### src/rtl/msr_pkg.sv
// Shared constants, register codes and stage types of the sonar echo ranger.
`default_nettype none
package msr_pkg;

  localparam int NUM_SONARS = 5;
  localparam int ECHO_W     = 5;
  localparam int LANES      = (NUM_SONARS < ECHO_W) ? NUM_SONARS : ECHO_W;
  localparam int CH_W       = 3;
  localparam int LIM_W      = 4;
  localparam int TICK_W     = 32;
  localparam int RANGE_W    = 16;
  localparam int PERIOD_W   = 20;
  localparam int PULSE_W    = 10;
  localparam int CFG_IDX_W  = 3;
  localparam int CFG_DATA_W = 20;

  localparam logic [CFG_IDX_W-1:0] REG_MIN_RANGE = 3'd0;
  localparam logic [CFG_IDX_W-1:0] REG_MAX_RANGE = 3'd1;
  localparam logic [CFG_IDX_W-1:0] REG_PERIOD    = 3'd2;
  localparam logic [CFG_IDX_W-1:0] REG_PULSE     = 3'd3;
  localparam logic [CFG_IDX_W-1:0] REG_SCALE     = 3'd4;
  localparam logic [CFG_IDX_W-1:0] REG_ACTIVE    = 3'd5;

  typedef struct packed {
    logic [RANGE_W-1:0]  range_lo;
    logic [RANGE_W-1:0]  range_hi;
    logic [PERIOD_W-1:0] period;
    logic [PULSE_W-1:0]  pulse;
    logic [15:0]         scale;
    logic [2:0]          active;
  } cfg_t;

  typedef struct packed {
    logic [ECHO_W-1:0]            lines;
    logic [LANES-1:0]             fin;
    logic [LANES-1:0][TICK_W-1:0] elapsed;
  } capt_item_t;

  typedef struct packed {
    logic [ECHO_W-1:0]             lines;
    logic [LANES-1:0]              fin;
    logic [LANES-1:0][TICK_W-1:0]  elapsed;
    logic [LANES-1:0][RANGE_W-1:0] range;
  } scaled_item_t;

  typedef struct packed {
    logic             fire;
    logic             last;
    logic [LANES-1:0] rem;
  } emit_ctl_t;

endpackage
`default_nettype wire

### src/rtl/msr_emit.sv
// Result emitter: sends one result per finished channel, or one idle result.
`default_nettype none
module msr_emit
  import msr_pkg::*;
(
  input  wire logic          clk,
  input  wire logic          rst,
  input  wire logic          item_valid,
  input  wire scaled_item_t  item,
  input  wire cfg_t          cfg,
  output emit_ctl_t          ctl,
  output logic               m_axis_tvalid,
  input  wire logic          m_axis_tready,
  output logic [63:0]        m_axis_tdata,
  output logic               m_axis_tuser,
  output logic               m_axis_tlast
);

  logic [CH_W-1:0]    idx;
  logic               has;
  logic [RANGE_W-1:0] sel_range;
  logic [TICK_W-1:0]  sel_elapsed;
  logic               sel_error;
  logic               out_free;
  logic [63:0]        data_next;

  always_comb begin
    idx = '0;
    for (int i = LANES - 1; i >= 0; i--) begin
      if (item.fin[i]) begin
        idx = CH_W'(i);
      end
    end
    has         = |item.fin;
    sel_range   = item.range[idx];
    sel_elapsed = item.elapsed[idx];
    sel_error   = (sel_range < cfg.range_lo) || (sel_range > cfg.range_hi);
    out_free    = !m_axis_tvalid || m_axis_tready;

    ctl.fire = item_valid && out_free;
    ctl.rem  = has ? (item.fin & ~(LANES'(1) << idx)) : '0;
    ctl.last = (ctl.rem == '0);

    data_next        = '0;
    data_next[4:0]   = item.lines;
    if (has) begin
      data_next[7:5]   = idx;
      data_next[39:8]  = sel_elapsed;
      data_next[55:40] = sel_range;
      data_next[56]    = sel_error;
    end
  end

  always_ff @(posedge clk) begin
    if (rst) begin
      m_axis_tvalid <= 1'b0;
    end else if (out_free) begin
      m_axis_tvalid <= item_valid;
    end
  end

  always_ff @(posedge clk) begin
    if (ctl.fire) begin
      m_axis_tdata <= data_next;
      m_axis_tuser <= has;
      m_axis_tlast <= ctl.last;
    end
  end

endmodule
`default_nettype wire

### config.mk
export PLATFORM = sky130hd
export DESIGN_NAME = msr_emit
export DESIGN_NICKNAME = d
export VERILOG_FILES = /design/src/rtl/msr_pkg.sv /design/src/rtl/msr_emit.sv
export SDC_FILE = /design/constraint.sdc
export NUM_CORES = 1
export LEC_CHECK = 0
export ABC_AREA = 1
export BUFFER_PORTS_ARGS = -buffer_cell sky130_fd_sc_hd__buf_2
export CORE_AREA = 2 2 160 162
export CTS_CLUSTER_SIZE = 8
export DETAILED_ROUTE_END_ITERATION = 12
export DIE_AREA = 0 0 162 164
export PLACE_DENSITY = 0.54
export SYNTH_ARGS = -nofsm -noshare
export SYNTH_HDL_FRONTEND = slang
export SYNTH_SLANG_ARGS = --single-unit
### constraint.sdc
create_clock -name clk -period 3.5 [get_ports clk]
set_input_delay 0 -clock clk [delete_from_list [all_inputs] [get_ports clk]]
set_output_delay 0 -clock clk [all_outputs]
set_load 0.02 [all_outputs]
==> Yosys cells after proc, flatten, opt, wreduce, memory -nomap -nowiden <==
Cells that the tools add are included.
{ "classes": {"bitwise": 2, "muxes": 10, "magnitude_cmp": 3, "reduce_logical": 6, "n_shift": 1} }
{ "op_table": {"columns": ["op", "count"], "rows": [
  ["binary-select mux 32 bit (select 3 bit)", 1],
  ["binary-select mux 16 bit (select 3 bit)", 1],
  ["2-to-1 mux 32 bit", 1],
  ["greater-than comparator 16 bit", 1],
  ["less-than comparator 16 bit", 1],
  ["2-to-1 mux 16 bit", 1],
  ["2-to-1 mux 3 bit", 5],
  ["bitwise AND 5 bit", 1],
  ["zero test 5 bit", 1],
  ["2-to-1 mux 5 bit", 1],
  ["NOT 5 bit", 1],
  ["OR reduction 5 bit", 1],
  ["left shift 1 x 3 -> 5 bit (first input constant)", 1],
  ["less-than comparator 3 x 4 -> 1 bit (second input constant)", 1],
  ["logical OR 1 bit", 2],
  ["logical AND 1 bit", 1],
  ["zero test 1 bit", 1]
]} }
{ "totals": {"input_bits": 335, "regBits": 60} }

==> Logic depth before layout (Yosys ltp) <==
{ "logic_depth": {"word_depth": 10, "ltp_mapped": 22, "depth_no_buf": 21} }

==> Worst setup path before layout <==
Ideal clock, no wire load.
{ "synth_path": {"kind": "register -> register", "start": "register m_axis_tvalid", "end": "register m_axis_tdata[0] (enable)", "stages_incl_launch_ff": 2, "slack_ns": -0.589, "arrival_time_ns": 3.579, "synth_period_minus_slack_ns": 4.089, "n_path_buf": 0, "t_required_ns": 2.991, "path_cell_list": "dfxtp_1 a21oi_1"} }
{ "synth_rtl": {"columns": ["item", "line_no", "rtl"], "rows": [
  ["from (decl)", "msr_emit.sv:12", "output logic m_axis_tvalid,"],
  ["from (signal assigned)", "msr_emit.sv:58", "m_axis_tvalid <= item_valid;"],
  ["to (signal assigned)", "msr_emit.sv:64", "m_axis_tdata <= data_next;"],
  ["to (decl)", "msr_emit.sv:14", "output logic [63:0] m_axis_tdata,"]
]} }

==> Worst setup path after layout <==
{ "layout_path": {"start": "input port item[242] in the netlist's numbering", "end": "register m_axis_tdata[56], data pin"} }
{ "layout_between": {"elab_chain_len": 7, "word_cells_on_any_way": 9, "cone_classes": "order compare (2); mux (5); reduce/logical (2)"} }
{ "layout_rtl": {"columns": ["item", "line_no", "rtl"], "rows": [
  ["from (decl)", "msr_emit.sv:9", "input wire scaled_item_t item,"],
  ["2-to-1 mux 3 bit (*) (3 in series)", "msr_emit.sv:30", "if (item.fin[i]) begin"],
  ["binary-select mux 16 bit (select 3 bit) (*)", "msr_emit.sv:35", "sel_range = item.range[idx];"],
  ["2-to-1 mux 16 bit (implied by the code) (*)", "msr_emit.sv:35", null],
  ["named net sel_range[14]", "msr_emit.sv:21", "logic [RANGE_W-1:0] sel_range;"],
  ["less-than comparator 16 bit / greater-than comparator 16 bit (equally long branches)", "msr_emit.sv:37", "sel_error = (sel_range < cfg.range_lo) || (sel_range > cfg.range_hi);"],
  ["logical OR 1 bit (*)", "msr_emit.sv:37", null]
]} }
Mark *: on every way through the listed nets, which the timed path passes. The rest lies on a longest branch. The select of a mux whose other input is x is not followed.
A chain may end at the register's enable or synchronous reset.

==> summary.md <==
| Metric | Value |
|---|---|
| Status | `finished, final reports clean` |
| Nets | `between 1k and 1.5k` |
| CTS Buffer Depth | `2` |
| Max-slew violations | `0` |
| Post-synth top cells | `184 x nand2_1, 61 x a21oi_1, 59 x edfxtp_1` |
| Num CTS Buffers | `9` |
| DR vias/cell | `approximately 4.4` |
| F_max | `roughly 420 MHz` |
| Post-DR wirelength/cell | `17.3 um` |
| Final setup violation count | `0` |
| Largest net degree at the start of global routing | `50` |
| Worst Setup Path Type | `input pin to register` |
| CP Cell Sequence | `buf_2, inv_2, nand2_1, nand2_2, nand2_2, inv_2, nor2_4, clkinv_2, buf_4, o22ai_2, a21oi_1, nand2_1, nand2_1, ha_1, nand4_1, a21oi_1, a2111oi_0, nand2_1, a21oi_1` |
| Starting Density | `a little under a fifth` |
| Post-route clock period utilization | `around two thirds` |
| First-pass GRT wire length | `just over 30000 um` |
| Vias in the first global route | `approximately 5.4k` |
| Post-DRT Antenna Nets | `0` |
| Layout area overhead | `51.3%` |
| Worst path max stage delay | `about 290 ps` |
| Max-cap violations | `0` |
| Synth Register Bits | `60` |
| Starting DRT DRC Count | `339` |
| Remaining global-route overflow | `0` |
| Placed cell areas | `between 0.006 and 0.007 mm2` |
| Root Driver | `clkbuf_16` |
| Peak supply drop | `between 0.1 and 0.15 mV` |
| Post-synth ARST share | `0%` |
| Row count | `58` |
| Clock slew at reported path FFs | `about 60 ps` |
| Unrepaired setup endpoints after global routing | `no` |
| Leading area contributor after synthesis | `edfxtp_1` |
| CTS sink count | `60` |
| Pwr/cell area | `348 mW/mm2` |
| Nature of the critical path startpoint | `input pin` |
| # IOs | `409` |
| Area contributors post-synth | `edfxtp_1 38%, nand2_1 15%, ha_1 8.2%, a21oi_1 6.5%, a41oi_1 5.9%` |
| Die span in y | `~160 um` |
| EDFF count, synth | `59` |
| Sequential fraction of the synthesis area | `a little under two fifths` |
| IO buf count | `roughly 350` |
| Pleak | `3.38 nW` |
| Worst-Margin Slew | `approximately 1000 ps` |
| Area share of the largest cell type after synthesis | `roughly 38%` |
| Core ar. | `~0.025 mm2` |
| Clk_lat worst skew | `~340 ps` |
| Critical Path Fanout Max | `10` |
| Most common flop cell mapped by yosys | `edfxtp_1` |
| Slowest-stage cell, CP | `a21oi_1` |
| Full die area | `roughly 0.027 mm2` |
| Cell variety after synth | `36` |
| Worst setup EP type | `register` |
| Mean Syn Cell Area | `a little over 8 um2` |
| Final setup TNS | `0 ps` |
| Finished Cell Area | `between 0.007 and 0.008 mm2` |
| Fraction of layout cells with a size suffix above 1 | `43.3%` |
| DP Wirelength | `approximately 17000 um` |
| Top-count cell post-synth | `nand2_1` |
| DRC | `0` |
| Post-CTS Setup Inserts | `0` |
| GRT Util Overall | `between 15 and 20%` |
| Hold Path Class | `input pin to register` |
| Total number of vias | `about 5.6k` |
| Final critical-path required period | `2350 ps` |
| Number of antenna diodes | `0` |
| CTS tree | `yes` |
| Chip width | `between 150 and 200 um` |
| Final WL | `22000 um` |
| Gate Count Post-Synth | `between 500 and 600` |
| Max Clock Skew | `10.3 ps` |
| Most frequent CP cell | `nand2_1` |
| Worst path arrival time | `2530 ps` |
| Yosys warning count | `0` |
| Slew margin rel. | `30.6%` |
| Placer Congestion | `roughly 0.84` |
| DR pass1 iterations | `5` |
| Initial antenna violation count | `1` |
| H-tree Lvls | `3` |
| Worst Path Required | `between 3000 and 4000 ps` |
| Post-cts gate resize count | `0` |
| Mapped cell area | `~0.0047 mm2` |
| Hold Fails Final Rpt | `0` |
[sequential cells by signal, summed over array words and instances (netlist names)]
name	flops
m_axis_tdata	57
m_axis_tvalid	1
m_axis_tuser	1
m_axis_tlast	1
[where the power goes]
group          switching, mW  leakage (nW)  total [mW]  internal (mW)
clock                  0.360         0.123       0.836          0.475
combinational          0.443          2.68       0.763          0.319
sequential            0.0148         0.580       0.888          0.873
total                  0.819          3.38        2.49           1.67
[kinds of logic (layout without fill, tap and decap cells)]
kind of cell             count (synthesis)  after routing  share of synthesized area (%)
AO/OA/AOI/OAI                          179            179                           25.3
adder cells (fa/ha/maj)                 31             31                           8.22
buffers and inverters                   91            439                           9.12
flip-flops                              60             60                           38.0
other                                    1              8                         0.0794
AND/OR/NAND/NOR                        222            222                           19.3
[layer usage]
metal  share of wire [%]  up-vias  GRT usage, %
met5               0.059        -             0
met4                 1.9        2          4.55
met3                 7.0       31          3.28
met2                  51      277          28.7
met1                  40     2550          18.3
li1                    -     2741             -
[area by class of cell]
| type | count | area (um2) |
|---|---|---|
| Multi-Input combinational cell | 440 | 2540 |
| Sequential cell | 60 | 1790 |
| Clock inverter | 5 | 28.8 |
| Tap cell | 330 | 413 |
| Clock buffer | 11 | 233 |
| Inverter | 50 | 189 |
| Fill cell | 2763 | 17700 |
| Timing Repair Buffer | 373 | 1950 |
[cell usage in the layout, fill, tap and decap left out, types with 3 or more instances in the layout]
master and n:
nand4_1 3, nor2_4 3, a21oi_1 60, nand3_1 9
buf_4 14, nand2_1 184, dlygate4sd3_1 7, o22ai_2 10
nor2_1 15, a41oi_1 32, o22ai_1 5, conb_1 8
inv_1 41, o21ai_0 24, buf_2 351, inv_2 8
o21ai_1 9, edfxtp_1 59, clkbuf_16 9, o21bai_1 32
clkinv_2 3, ha_1 31
[critical path, delay by kind of cell]
| kind | cells | cell delay, ps |
|---|---|---|
| AOI/OAI and AO/OA | 5 | 820 |
| adders and majority gates | 1 | 240 |
| buffers and inverters | 5 | 690 |
| and+or+nand+nor | 8 | 760 |
[path summary, 6_finish.rpt]
| check | depth (start not counted) | slack [ps] | to | start |
|---|---|---|---|---|
| max reg2reg | 2 | 1790 | m_axis_tdata[13]$_SDFFCE_PN0P_ | m_axis_tvalid$_SDFFE_PP0N_ |
| max | 19 | 1150 | m_axis_tdata[56]$_SDFFCE_PN0P_ | item[242] |
| min | 3 | 50 | m_axis_tdata[44]$_SDFFCE_PN0P_ | item[68] |
| min reg2reg | 1 | 830 | m_axis_tdata[41]$_SDFFCE_PN0P_ | m_axis_tvalid$_SDFFE_PP0N_ |
[per-stage QoR]
| stage | power, mW | hold slack (ps) | setup slack, ps | util (%) | cells |
|---|---|---|---|---|---|
| 2_1_floorplan | 1.32 | 69.1 | 867 | - | 591 |
| 3_3_place_gp | 1.66 | 171 | 737 | 27.4 | 1246 |
| 3_5_place_dp | 1.66 | 162 | 730 | 27.4 | 1246 |
| 4_1_cts | 2.54 | 23.1 | 1070 | 28.8 | 1269 |
| 5_1_grt | 2.63 | 43.7 | 905 | 28.8 | 1269 |
| 6_report | 2.49 | 47.3 | 1150 | 28.8 | 1269 |
[what timing repair did]
action                     4_1_cts  5_1_grt
hold buffers                     7        0
hold endpoints to repair         6        0
setup endpoints to repair        0        0
(Power assumes the default switching activity.)
