--- config.mk ---
export PLATFORM = sky130hd
export DESIGN_NAME = msr_capture
export DESIGN_NICKNAME = d
export VERILOG_FILES = /design/src/rtl/msr_pkg.sv /design/src/rtl/msr_capture.sv
export SDC_FILE = /design/constraint.sdc
export NUM_CORES = 1
export LEC_CHECK = 0
export BUFFER_PORTS_ARGS = -buffer_cell sky130_fd_sc_hd__buf_2
export CAP_MARGIN = 20
export CORE_UTILIZATION = 40
export CTS_CLUSTER_DIAMETER = 80
export DETAILED_ROUTE_END_ITERATION = 10
export SYNTH_ARGS = -nofsm -noshare
export SYNTH_HDL_FRONTEND = slang
export SYNTH_SLANG_ARGS = --single-unit
--- constraint.sdc ---
create_clock -name clk -period 7.65 [get_ports clk]
set_input_delay 0.765 -clock clk [delete_from_list [all_inputs] [get_ports clk]]
set_output_delay 0.765 -clock clk [all_outputs]
set_load 0.005 [all_outputs]
--- src/rtl/msr_pkg.sv ---
// Shared constants, register codes and stage types of the sonar echo ranger.
`default_nettype none
package msr_pkg;

  localparam int NUM_SONARS = 5;
  localparam int ECHO_W     = 5;
  localparam int LANES      = (NUM_SONARS < ECHO_W) ? NUM_SONARS : ECHO_W;
  localparam int CH_W       = 3;
  localparam int LIM_W      = 4;
  localparam int TICK_W     = 32;
  localparam int RANGE_W    = 16;
  localparam int PERIOD_W   = 20;
  localparam int PULSE_W    = 10;
  localparam int CFG_IDX_W  = 3;
  localparam int CFG_DATA_W = 20;

  localparam logic [CFG_IDX_W-1:0] REG_MIN_RANGE = 3'd0;
  localparam logic [CFG_IDX_W-1:0] REG_MAX_RANGE = 3'd1;
  localparam logic [CFG_IDX_W-1:0] REG_PERIOD    = 3'd2;
  localparam logic [CFG_IDX_W-1:0] REG_PULSE     = 3'd3;
  localparam logic [CFG_IDX_W-1:0] REG_SCALE     = 3'd4;
  localparam logic [CFG_IDX_W-1:0] REG_ACTIVE    = 3'd5;

  typedef struct packed {
    logic [RANGE_W-1:0]  range_lo;
    logic [RANGE_W-1:0]  range_hi;
    logic [PERIOD_W-1:0] period;
    logic [PULSE_W-1:0]  pulse;
    logic [15:0]         scale;
    logic [2:0]          active;
  } cfg_t;

  typedef struct packed {
    logic [ECHO_W-1:0]            lines;
    logic [LANES-1:0]             fin;
    logic [LANES-1:0][TICK_W-1:0] elapsed;
  } capt_item_t;

  typedef struct packed {
    logic [ECHO_W-1:0]             lines;
    logic [LANES-1:0]              fin;
    logic [LANES-1:0][TICK_W-1:0]  elapsed;
    logic [LANES-1:0][RANGE_W-1:0] range;
  } scaled_item_t;

  typedef struct packed {
    logic             fire;
    logic             last;
    logic [LANES-1:0] rem;
  } emit_ctl_t;

endpackage
`default_nettype wire

--- src/rtl/msr_capture.sv ---
// Tick counter and per-channel echo edge capture giving elapsed echo time.
`default_nettype none
module msr_capture
  import msr_pkg::*;
(
  input  wire logic                     clk,
  input  wire logic                     rst,
  input  wire logic                     fire,
  input  wire logic [ECHO_W-1:0]        echo_in,
  output logic [LANES-1:0]              fin,
  output logic [LANES-1:0][TICK_W-1:0]  elapsed
);

  logic [TICK_W-1:0]            tick_count;
  logic [LANES-1:0]             previous_echo;
  logic [LANES-1:0][TICK_W-1:0] echo_start;
  logic [LANES-1:0]             echo;
  logic [LANES-1:0]             rise;
  logic [LANES-1:0]             fall;

  always_comb begin
    echo = echo_in[LANES-1:0];
    rise = echo & ~previous_echo;
    fall = ~echo & previous_echo;
    for (int i = 0; i < LANES; i++) begin
      elapsed[i] = tick_count - echo_start[i];
      fin[i]     = fall[i] && (elapsed[i] != '0);
    end
  end

  always_ff @(posedge clk) begin
    if (rst) begin
      tick_count    <= '0;
      previous_echo <= '0;
      echo_start    <= '0;
    end else if (fire) begin
      tick_count    <= tick_count + TICK_W'(1);
      previous_echo <= echo;
      for (int i = 0; i < LANES; i++) begin
        if (rise[i]) begin
          echo_start[i] <= tick_count;
        end
      end
    end
  end

endmodule
`default_nettype wire

---- Word level (Yosys, flattened, before mapping) ----
Cells that the tools add are included.
W data, S select, Z words.
operators by class
  add/subtract/negate cells ............... 6
  bitwise logic cells ..................... 4
  reduce and logical (&&, ||, !) cells .... 15
operators with widths
  operator                 number
  $reduce_bool A32 Y1      5
  $sub A32 B32 Y32         5
  $add A32 B1 Y32 const B  1
  $and A5 B5 Y5            2
  $not A5 Y5               2
  $reduce_and A2 Y1        5
  $logic_and A1 B1 Y1      5
word-level totals
  register bits after elaboration ......... 197
  input port bits ......................... 8
  output and inout bits ................... 165
  logic and storage cells ................. 32

---- Depth between registers and ports, before layout ----
Gate-level depths: netlist of the first run.
  depth after elaboration ................. 3
  depth in mapped cells ................... 15
  depth with buffers taken out ............ 14

---- Least setup slack after synthesis of the first run ----
OpenSTA, ideal clock, no wires.
  path type ............................... flip-flop to output port
  from .................................... register tick_count[1]
  to ...................................... output port fin[1]
  arrival time ............................ 3846 ps
  data required time ...................... 6885 ps
  slack ................................... 3039 ps
  stages on the path, launching flop included .. 15
  buffers on the path ..................... 1
  path through ............................ dfxtp_1 > clkbuf_1 > inv_1 > fa_1 > and2b_1 > o31ai_2 > a211oi_1 > a211oi_2 > o31a_1 > o21ai_0 > xor2_1 > nand4bb_1 > or4b_1 > nor4b_2 > a21oi_1
RTL lines
  what                      line               RTL
  start: declaration        msr_capture.sv:14  logic [TICK_W-1:0] tick_count;
  start signal: assignment  msr_capture.sv:37  tick_count <= tick_count + TICK_W'(1);
  end: declaration          msr_capture.sv:10  output logic [LANES-1:0] fin,

---- Worst setup path in the final report of the first run ----
  from .................................... register tick_count[1]
  to ...................................... output port fin[4]
between the ends
  longest elaborated chain between the ends .. 3
ends and longest elaborated chain
  what                 line               RTL
  $sub A32 B32 Y32     msr_capture.sv:26  elapsed[i] = tick_count - echo_start[i];
  $reduce_bool A32 Y1  msr_capture.sv:27  fin[i] = fall[i] && (elapsed[i] != '0);
  $logic_and A1 B1 Y1  msr_capture.sv:27
No other way between the ends.

==> impl_metrics.json, run 1 <==
{
  "outcome": "finished, final reports clean",
  "grt_pass1_vias": 15379,
  "syn_area_um2": 16660,
  "crit_family": "compound AO/OA/AOI/OAI gates",
  "finalNonFillerCells": 3029,
  "antenna_found_initial": 0,
  "fin_ws_ns": 1.638,
  "setup_violations": 0,
  "dpl.hpwl_mm": 38.19,
  "synth_top_area_cell": "dfxtp_1",
  "fp.dieArea_um2": 42480,
  "clock-sinks": 197,
  "clockBufferDepth": 2,
  "slew_violations": 0,
  "clk_pin_slew_ns": 0.08,
  "crit_fanout": 15,
  "p_comb_share_pct": 21.8,
  "numCtsBuffers": 17,
  "ff_latch_area_um2": 3944,
  "grt_overflow_total": 0,
  "ios": 173,
  "crit_arrival_ns": 5.25,
  "synth_top_area_share_pct": 23.67,
  "synthFlopType": "dfxtp_1",
  "crit_chain": "inv_1 -> fa_1 -> nor2b_1 -> o221ai_1 -> a211oi_1 -> o31ai_1 -> a21oi_1 -> a21oi_1 -> a211oi_1 -> xor2_1 -> a2111oi_0 -> nor4b_1 -> nor3b_1 -> buf_2",
  "leakage_uw": 0.008372,
  "htreeDepth": 4,
  "die_height_um": 206.1,
  "stdcell_area_um2": 18650,
  "async_reset_ff_share_pct": 0,
  "ys_warn_count": 0,
  "start_util_pct": 40.71,
  "hold_viol_final": 0,
  "core-area_um2": 40920,
  "drive_above_1_share_pct": 10.57,
  "multiInputGateArea_um2": 11500,
  "clock_latency_ns": 0.45,
  "rows": 74,
  "drv_cap": 0,
  "cp-start-kind": "flip-flop",
  "cts_setup_buffers": 0,
  "grt_max_degree": 138,
  "min_path_type": "reg2reg",
  "route.detailed.drc": 0,
  "cp_slowest_cell": "dfxtp_1",
  "wl_mm": 49.36,
  "dpl_worst_slack_ns": 2.107,
  "clockRootBuffer": "clkbuf_16",
  "portBuffers": 172,
  "max_slew_margin_pct": 27.47,
  "finalCritPeriodShare_pct": 78.58,
  "ir_drop_mv": 0.1609,
  "cts_tree": "yes",
  "yosysSeqAreaShare_pct": 23.67,
  "grt.total_usage_pct": 23.38,
  "power_frac_seq_pct": 40.8,
  "wire_per_inst_um": 16.29,
  "crit_path_end_kind": "output pin",
  "swShare_pct": 30.57,
  "crit_buf_inv": 2,
  "power_frac_clock_pct": 37.5,
  "synthTopCellsByArea": "dfxtp_1 24%, ha_1 12%, nand2_1 9.7%, a21oi_1 9.1%, inv_1 5.0%",
  "rsz0062_at_grt": "no",
  "via_per_inst": 5.404,
  "yosysMostFrequentCell": "nand2_1",
  "setup_tns_ns": 0,
  "max_freq_mhz": 166.3,
  "fin_crit_ns": 6.012,
  "p_sw_uw": 776.7,
  "utilization_pct": 45.58,
  "grt_pass1_wl_mm": 79.63,
  "synthCells": 2366,
  "fill_cells": 4246,
  "powerDensity_nw_per_um2": 136.2,
  "vias": 16370,
  "post_dp_cell_area_um2": 18020,
  "gp_congestion": 0.8835,
  "n_antenna_cell": 0,
  "synth_seq_cells": 197,
  "cts_resized": 0,
  "synth_commonest_cells": "432 x nand2_1, 303 x a21oi_1, 223 x inv_1, 197 x dfxtp_1, 156 x ha_1",
  "worst-setup-path-type": "reg2out",
  "finClkSkew_ns": 0.01061,
  "internal_power_uw": 1764,
  "ctsHoldBuffers": 0,
  "syn2layout_area_growth_pct": 11.95,
  "drtIter0Drc": 1182,
  "cpPeakStageDelay_ns": 0.72,
  "syn_nets": 2535,
  "tightest_slew_ns": 1.088,
  "post-place-cells": 2996,
  "die_w_um": 206.1,
  "drtPass1Iterations": 8,
  "nNetsFinal": 2653,
  "cp.required_ns": 6.88,
  "synth_edf_count": 0,
  "synth_cell_types": 81,
  "avgSynthCellArea_um2": 7.042,
  "ant_nets": 0
}
-- tightest hold or removal path: cells and delay by family (launching register included) --
family          cells  cell delay, ns
flops               1            0.31
compound gates      1            0.05
simple gates        1            0.05
-- path summary, 6_finish.rpt --
| check | startpoint | endpoint | slack [ns] | depth (start not counted) |
|---|---|---|---|---|
| hold / removal | echo_start[45] | echo_start[45] | 0.45 | 2 |
| hold reg to reg | echo_start[45] | echo_start[45] | 0.45 | 2 |
| setup / recovery | tick_count[1] | fin[4] | 1.64 | 14 |
| setup reg to reg | tick_count[2] | tick_count[30] | 4.89 | 7 |
-- state kept, by name, indices dropped and copies added, names as in the netlist --
signal,flops
echo_start,160
tick_count,32
previous_echo,5
-- cell usage in the layout (no fill, tap or decap), types with 13 or more instances in the layout --
| master | synthesis | final |
|---|---|---|
| a211oi_1 | 24 | 24 |
| a21o_1 | 48 | 48 |
| a21oi_1 | 303 | 303 |
| a31oi_1 | 19 | 19 |
| and2_1 | 14 | 14 |
| and3_1 | 33 | 33 |
| buf_2 | 0 | 171 |
| buf_4 | 0 | 27 |
| clkbuf_16 | 0 | 18 |
| dfxtp_1 | 197 | 197 |
| ha_1 | 156 | 156 |
| inv_1 | 223 | 223 |
| mux2i_1 | 14 | 14 |
| nand2_1 | 432 | 432 |
| nand2b_1 | 30 | 30 |
| nand3_1 | 40 | 40 |
| nand4_1 | 20 | 20 |
| nor2_1 | 153 | 152 |
| nor2b_1 | 16 | 16 |
| nor3_1 | 49 | 49 |
| nor4_1 | 13 | 13 |
| o211ai_1 | 21 | 21 |
| o21a_1 | 33 | 33 |
| o21ai_0 | 75 | 75 |
| or2_2 | 15 | 15 |
| or3_1 | 20 | 20 |
| xnor2_1 | 75 | 75 |
| xor2_1 | 61 | 61 |
-- power groups by stage --
| stage | clock network [uW] | logic, uW | registers, uW |
|---|---|---|---|
| finish | 952 | 553 | 1040 |
| global route | 1020 | 610 | 1040 |
| CTS | 982 | 556 | 1040 |
| detailed placement | 0 | 552 | 1060 |
| global placement | 0 | 551 | 1060 |
| floorplan | 0 | 346 | 1060 |
-- area by class of cell --
class	instances	area share (%)
Tap cell	532	3.569
Clock buffer	19	2.375
Multi-Input combinational cell	1845	61.68
Inverter	223	4.488
Clock inverter	13	0.8787
Timing Repair Buffer	200	5.869
Sequential cell	197	21.14
-- cells by family (layout without fill, tap and decap cells) --
logic type	Yosys count	count (layout)	share of synthesized area (%)
AND/OR/NAND/NOR	892	892	24.75
AO/OA/AOI/OAI	638	638	23.68
buffers and inverters	324	455	7.299
flip-flops	197	197	23.67
adder cells (fa/ha/maj)	161	161	12.32
XOR/XNOR	136	136	7.149
multiplexers	18	18	1.134
-- per-stage QoR --
stage	hold slack, ns	power (uW)
6_report	0.4543	2541
5_1_grt	0.4713	2664
4_1_cts	0.4574	2574
3_5_place_dp	0.4470	1613
3_3_place_gp	0.4415	1611
2_1_floorplan	0.4363	1402
-- per-layer routing --
| layer | vias up | part of all wire, % | GRT usage, % |
|---|---|---|---|
| li1 | 8407 | - | - |
| met1 | 7547 | 50 | 32.58 |
| met2 | 368 | 45 | 38.27 |
| met3 | 48 | 4.1 | 2.208 |
| met4 | 0 | 1.8 | 6.224 |
| met5 | - | 0 | 0 |
No activity file was read; power rests on OpenSTA's default activity.
==> inputs of run 2 (changes only) <==
==> constraint.sdc (replaced) <==
create_clock -name clk -period 5.2 [get_ports clk]
set_input_delay 0.52 -clock clk [delete_from_list [all_inputs] [get_ports clk]]
set_output_delay 0.52 -clock clk [all_outputs]
set_load 0.005 [all_outputs]
==> impl_metrics.json, run 2 (synthesis results as in run 1) <==
{
  "max_freq_mhz": 197.7,
  "crit_buf_inv": 2,
  "grt_max_degree": 99,
  "finalCritPeriodShare_pct": 97.26,
  "cpPeakStageDelay_ns": 0.55,
  "numCtsBuffers": 17,
  "drtPass1Iterations": 5,
  "powerDensity_nw_per_um2": 196.2,
  "ios": 173,
  "clock_latency_ns": 0.44,
  "core-area_um2": 40920,
  "worstReg2RegEnd": "tick_count[30]",
  "fin_crit_ns": 5.058,
  "outcome": "finished, final reports clean",
  "fp.dieArea_um2": 42480,
  "finalPower_uw": 3679,
  "power_frac_clock_pct": 36.1,
  "start_util_pct": 40.71,
  "drive_above_1_share_pct": 11.47,
  "die_w_um": 206.1,
  "max_slew_margin_pct": 46.07,
  "syn2layout_area_growth_pct": 12.55,
  "clockBufferDepth": 2,
  "power_frac_seq_pct": 41.3,
  "clk_pin_slew_ns": 0.08,
  "nNetsFinal": 2667,
  "via_per_inst": 5.433,
  "leakage_uw": 0.008428,
  "antenna_found_initial": 0,
  "stdcell_area_um2": 18750,
  "dpl.hpwl_mm": 38.55,
  "largest_reg_flops": 160,
  "grt.total_usage_pct": 23.17,
  "wl_mm": 49.53,
  "cp_slowest_cell": "or4b_1",
  "r2r-start": "tick_count[2]",
  "hp-start": "echo_in[2]",
  "finClkSkew_ns": 0.009608,
  "fill_cells": 4279,
  "route.detailed.drc": 0,
  "setup_violations": 0,
  "layout_common_cells": "432 x nand2_1, 302 x a21oi_1, 223 x inv_1, 192 x dfxtp_1, 171 x buf_2",
  "vias": 16532,
  "ant_nets": 0,
  "worstHoldEndpoint": "previous_echo[2]",
  "worst-setup-path-type": "reg2out",
  "drv_cap": 0,
  "ctsHoldBuffers": 0,
  "crit_family": "compound AO/OA/AOI/OAI gates",
  "swShare_pct": 30.69,
  "portBuffers": 172,
  "p_sw_uw": 1129,
  "largestRegisters": "echo_start: 160 flops, tick_count: 32 flops, previous_echo: 5 flops",
  "gp_congestion": 0.9131,
  "tightest_slew_ns": 0.8090,
  "clock-sinks": 197,
  "htreeDepth": 4,
  "ff2ff_path_depth": 8,
  "ir_drop_mv": 0.2020,
  "crit_path_end_kind": "output pin",
  "slew_violations": 0,
  "cp.required_ns": 4.68,
  "drtIter0Drc": 1022,
  "grt_pass1_vias": 15126,
  "grt_overflow_total": 0,
  "internal_power_uw": 2550,
  "grt_pass1_wl_mm": 79.11,
  "crit_fanout": 5,
  "cts_tree": "yes",
  "n_antenna_cell": 0,
  "rows": 74,
  "final_common_cell": "nand2_1",
  "min_path_type": "in2reg",
  "die_height_um": 206.1,
  "crit_chain": "inv_1 -> ha_1 -> fa_1 -> and2b_1 -> o31ai_2 -> a211oi_1 -> a211oi_2 -> o31a_1 -> o21ai_0 -> xor2_1 -> nand4bb_1 -> or4b_1 -> nor4b_2 -> a21oi_1 -> buf_2",
  "r2r_setup_slack_ns": 2.51,
  "wire_per_inst_um": 16.28,
  "post_dp_cell_area_um2": 18130,
  "clockRootBuffer": "clkbuf_16",
  "crit_arrival_ns": 4.54,
  "cp-start-kind": "flip-flop",
  "top_register": "echo_start",
  "hold_path_depth": 3,
  "hold_viol_final": 0,
  "p_comb_share_pct": 22.7
}
-- run 2: cell count changes in the layout (fill, tap and decap cells not counted), sizes merged --
cell      previous run  this run
buf                199       214
clkinvlp             2         4
bufinv               2         1
clkinv               4         3
inv                228       227
-- run 2: layout make-up --
cell class	instances	area [um2]	area share [%]
Sequential cell	197	3950	21.06
Clock inverter	12	122.6	0.6539
Timing Repair Buffer	214	1190	6.345
Clock buffer	20	446.7	2.382
Multi-Input combinational cell	1845	11540	61.54
Tap cell	532	665.6	3.550
Inverter	223	837.1	4.464
-- run 2: per-layer routing --
| layer | GRT usage, % | share of wire [%] | vias up |
|---|---|---|---|
| met5 | 0 | 0 | - |
| met4 | 5.567 | 1.4 | 0 |
| met3 | 2.286 | 4.3 | 41 |
| met2 | 37.62 | 45 | 382 |
| met1 | 32.70 | 49 | 7674 |
| li1 | - | - | 8435 |
-- run 2: power groups by stage --
stage	sequential [uW]	combinational [uW]	clock [uW]
6_report	1520	834	1330
3_3_place_gp	1550	823	0
3_5_place_dp	1550	826	0
2_1_floorplan	1550	509	0
5_1_grt	1520	916	1420
4_1_cts	1520	832	1360
-- run 2: through the flow --
step           setup TNS [ns]  instances  setup WS, ns  util, %  hold slack [ns]
2_1_floorplan               0       2366        0.8344        -           0.4363
3_3_place_gp                0       3009        0.5684    44.27           0.4412
3_5_place_dp                0       3010        0.5774    44.31           0.4463
4_1_cts                     0       3042       0.08921    45.70           0.3509
5_1_grt             -0.005740       3043     -0.005740    45.82           0.3702
6_report                    0       3043        0.1424    45.82           0.3640
-- run 2: worst min-delay path, stage by stage --
cell	delay, ns
buf_2	0.10
mux2i_1	0.07
nor2_1	0.07
-- run 2: timing repair --
action | CTS | global route
buffers inserted | 0 | 1
setup endpoints to repair | 0 | 4
resized for setup | 0 | 11
-- run 2: how the worst max path moves through the flow --
stage             startpoint  endpoint  slack (ns)  cells after the start
2_1_floorplan  tick_count[1]    fin[1]        0.83                     14
3_3_place_gp   tick_count[0]    fin[1]        0.57                     14
3_5_place_dp   tick_count[0]    fin[1]        0.58                     14
4_1_cts        tick_count[0]    fin[1]        0.09                     14
5_1_grt        tick_count[0]    fin[3]      -0.006                     14
6_report       tick_count[0]    fin[1]        0.14                     15
==> inputs of run 3 (changes only) <==
--- a/config.mk
+++ b/config.mk
@@ -10,6 +10,7 @@
 export CORE_UTILIZATION = 40
 export CTS_CLUSTER_DIAMETER = 80
 export DETAILED_ROUTE_END_ITERATION = 10
+export RECOVER_POWER = 25
 export SYNTH_ARGS = -nofsm -noshare
 export SYNTH_HDL_FRONTEND = slang
 export SYNTH_SLANG_ARGS = --single-unit
==> impl_metrics.json, run 3 (synthesis results as in run 1) <==
{
  "hold_path_depth": 3,
  "fill_cells": 4282,
  "antenna_found_initial": 0,
  "clockRootBuffer": "clkbuf_16",
  "ff_latch_area_um2": 3950,
  "ir_drop_mv": 0.2020,
  "via_per_inst": 5.442,
  "finalCritPeriodShare_pct": 97.23,
  "dpl.hpwl_mm": 38.55,
  "wire_per_inst_um": 16.28,
  "final_common_cell": "nand2_1",
  "syn2layout_area_growth_pct": 12.49,
  "nNetsFinal": 2667,
  "cp.required_ns": 4.68,
  "crit_chain": "inv_1 -> ha_1 -> fa_1 -> and2b_1 -> o31ai_2 -> a211oi_1 -> a211oi_2 -> o31a_1 -> o21ai_0 -> xor2_1 -> nand4bb_1 -> or4b_1 -> nor4b_2 -> a21oi_1 -> buf_2",
  "powerDensity_nw_per_um2": 196.4,
  "multiInputGateArea_um2": 11540,
  "route.detailed.drc": 0,
  "rows": 74,
  "numCtsBuffers": 17,
  "grt_pass1_vias": 15126,
  "ios": 173,
  "setup_violations": 0,
  "worstHoldEndpoint": "previous_echo[2]",
  "clockBufferDepth": 2,
  "slew_violations": 99,
  "vias": 16561,
  "largestRegisters": "echo_start: 160 flops, tick_count: 32 flops, previous_echo: 5 flops",
  "cp_slowest_cell": "or4b_1",
  "tightest_slew_ns": 4.624,
  "clock-sinks": 197,
  "fin_ws_ns": 0.1440,
  "r2r-start": "tick_count[2]",
  "hp-start": "echo_in[2]",
  "portBuffers": 172,
  "start_util_pct": 40.71,
  "clk_pin_slew_ns": 0.08,
  "min_path_type": "in2reg",
  "die_height_um": 206.1,
  "violations": "max-capacitance violations, max-slew violations",
  "crit_buf_inv": 2,
  "wl_mm": 49.54,
  "gp_congestion": 0.9131,
  "ant_nets": 0,
  "drtPass1Iterations": 5,
  "grt_overflow_total": 0,
  "fp.dieArea_um2": 42480,
  "cpPeakStageDelay_ns": 0.55,
  "clock_latency_ns": 0.44,
  "drv_cap": 1,
  "crit_family": "compound AO/OA/AOI/OAI gates",
  "finClkSkew_ns": 0.008890,
  "hold_viol_final": 0,
  "cp-start-kind": "flip-flop",
  "cts_tree": "yes",
  "crit_fanout": 5,
  "crit_arrival_ns": 4.54,
  "fin_crit_ns": 5.056,
  "max_slew_margin_pct": -208.3,
  "n_antenna_cell": 0,
  "ff2ff_path_depth": 8,
  "core-area_um2": 40920,
  "setup_tns_ns": 0,
  "worst-setup-path-type": "reg2out",
  "htreeDepth": 4,
  "drtIter0Drc": 1020,
  "grt.total_usage_pct": 23.17,
  "grt_max_degree": 99,
  "dpl_worst_slack_ns": 0.5774,
  "layout_common_cells": "432 x nand2_1, 302 x a21oi_1, 223 x inv_1, 192 x dfxtp_1, 171 x buf_2",
  "leakage_uw": 0.008423,
  "r2r_setup_slack_ns": 2.41,
  "finalPower_uw": 3680,
  "crit_path_end_kind": "output pin",
  "top_register": "echo_start",
  "die_w_um": 206.1,
  "largest_reg_flops": 160,
  "drive_above_1_share_pct": 11.43,
  "max_freq_mhz": 197.8,
  "worstReg2RegEnd": "tick_count[31]",
  "outcome": "finished, violations left",
  "grt_pass1_wl_mm": 79.11
}
==> run 3: cell types whose count changed in the layout (fill, tap and decap cells not counted), sizes merged <==
cell    delta
buf        -2
clkbuf     +2
==> run 3: worst min-delay path, delay by kind of cell <==
| family | cells | cell delay [ns] |
|---|---|---|
| simple gates | 1 | 0.07 |
| buf+inv | 1 | 0.10 |
| mux | 1 | 0.07 |
==> run 3: final cells by class <==
class                           instances  share of cell area, %
Clock buffer                           20                  2.383
Clock inverter                         12                 0.6542
Inverter                              223                  4.466
Multi-Input combinational cell       1845                  61.58
Sequential cell                       197                  21.07
Tap cell                              532                  3.551
Timing Repair Buffer                  214                  6.295
==> run 3: repair_timing <==
action                     CTS  global route
setup buffers                0             1
gates resized for setup      0            11
hold buffers                 0             0
setup endpoints to repair    0             4
==> run 3: how the worst max path moves through the flow <==
| stage | start | endpoint | cells after the start |
|---|---|---|---|
| detailed placement | tick_count[0] | fin[1] | 14 |
| CTS | tick_count[0] | fin[1] | 14 |
| global placement | tick_count[0] | fin[1] | 14 |
| finish | tick_count[0] | fin[1] | 15 |
| floorplan | tick_count[1] | fin[1] | 14 |
| global route | tick_count[0] | fin[3] | 14 |
==> run 3: stage by stage <==
| stage | instance area (um2) | hold WS (ns) | utilization [%] | instances |
|---|---|---|---|---|
| global route | 18740 | 0.3702 | 45.80 | 3043 |
| finish | 18740 | 0.3636 | 45.80 | 3043 |
| detailed placement | 18130 | 0.4463 | 44.31 | 3010 |
| floorplan | 16660 | 0.4363 | - | 2366 |
| CTS | 18700 | 0.3509 | 45.70 | 3042 |
| global placement | 18120 | 0.4412 | 44.27 | 3009 |
==> run 3: report_power, final <==
| part | switching (uW) | internal [uW] | total [uW] |
|---|---|---|---|
| Sequential | 4.88 | 1510 | 1520 |
| Combinational | 483 | 351 | 834 |
| Clock | 643 | 685 | 1330 |
| Total | 1130 | 2550 | 3680 |
==> run 3: layer usage <==
layer  global-route usage (%)  vias up  share of wire [%]
met4                    5.567        0                1.5
met3                    2.286       45                4.3
met2                    37.62      397                 45
met1                    32.70     7687                 49
met5                        0        -                  0
li1                         -     8432                  -
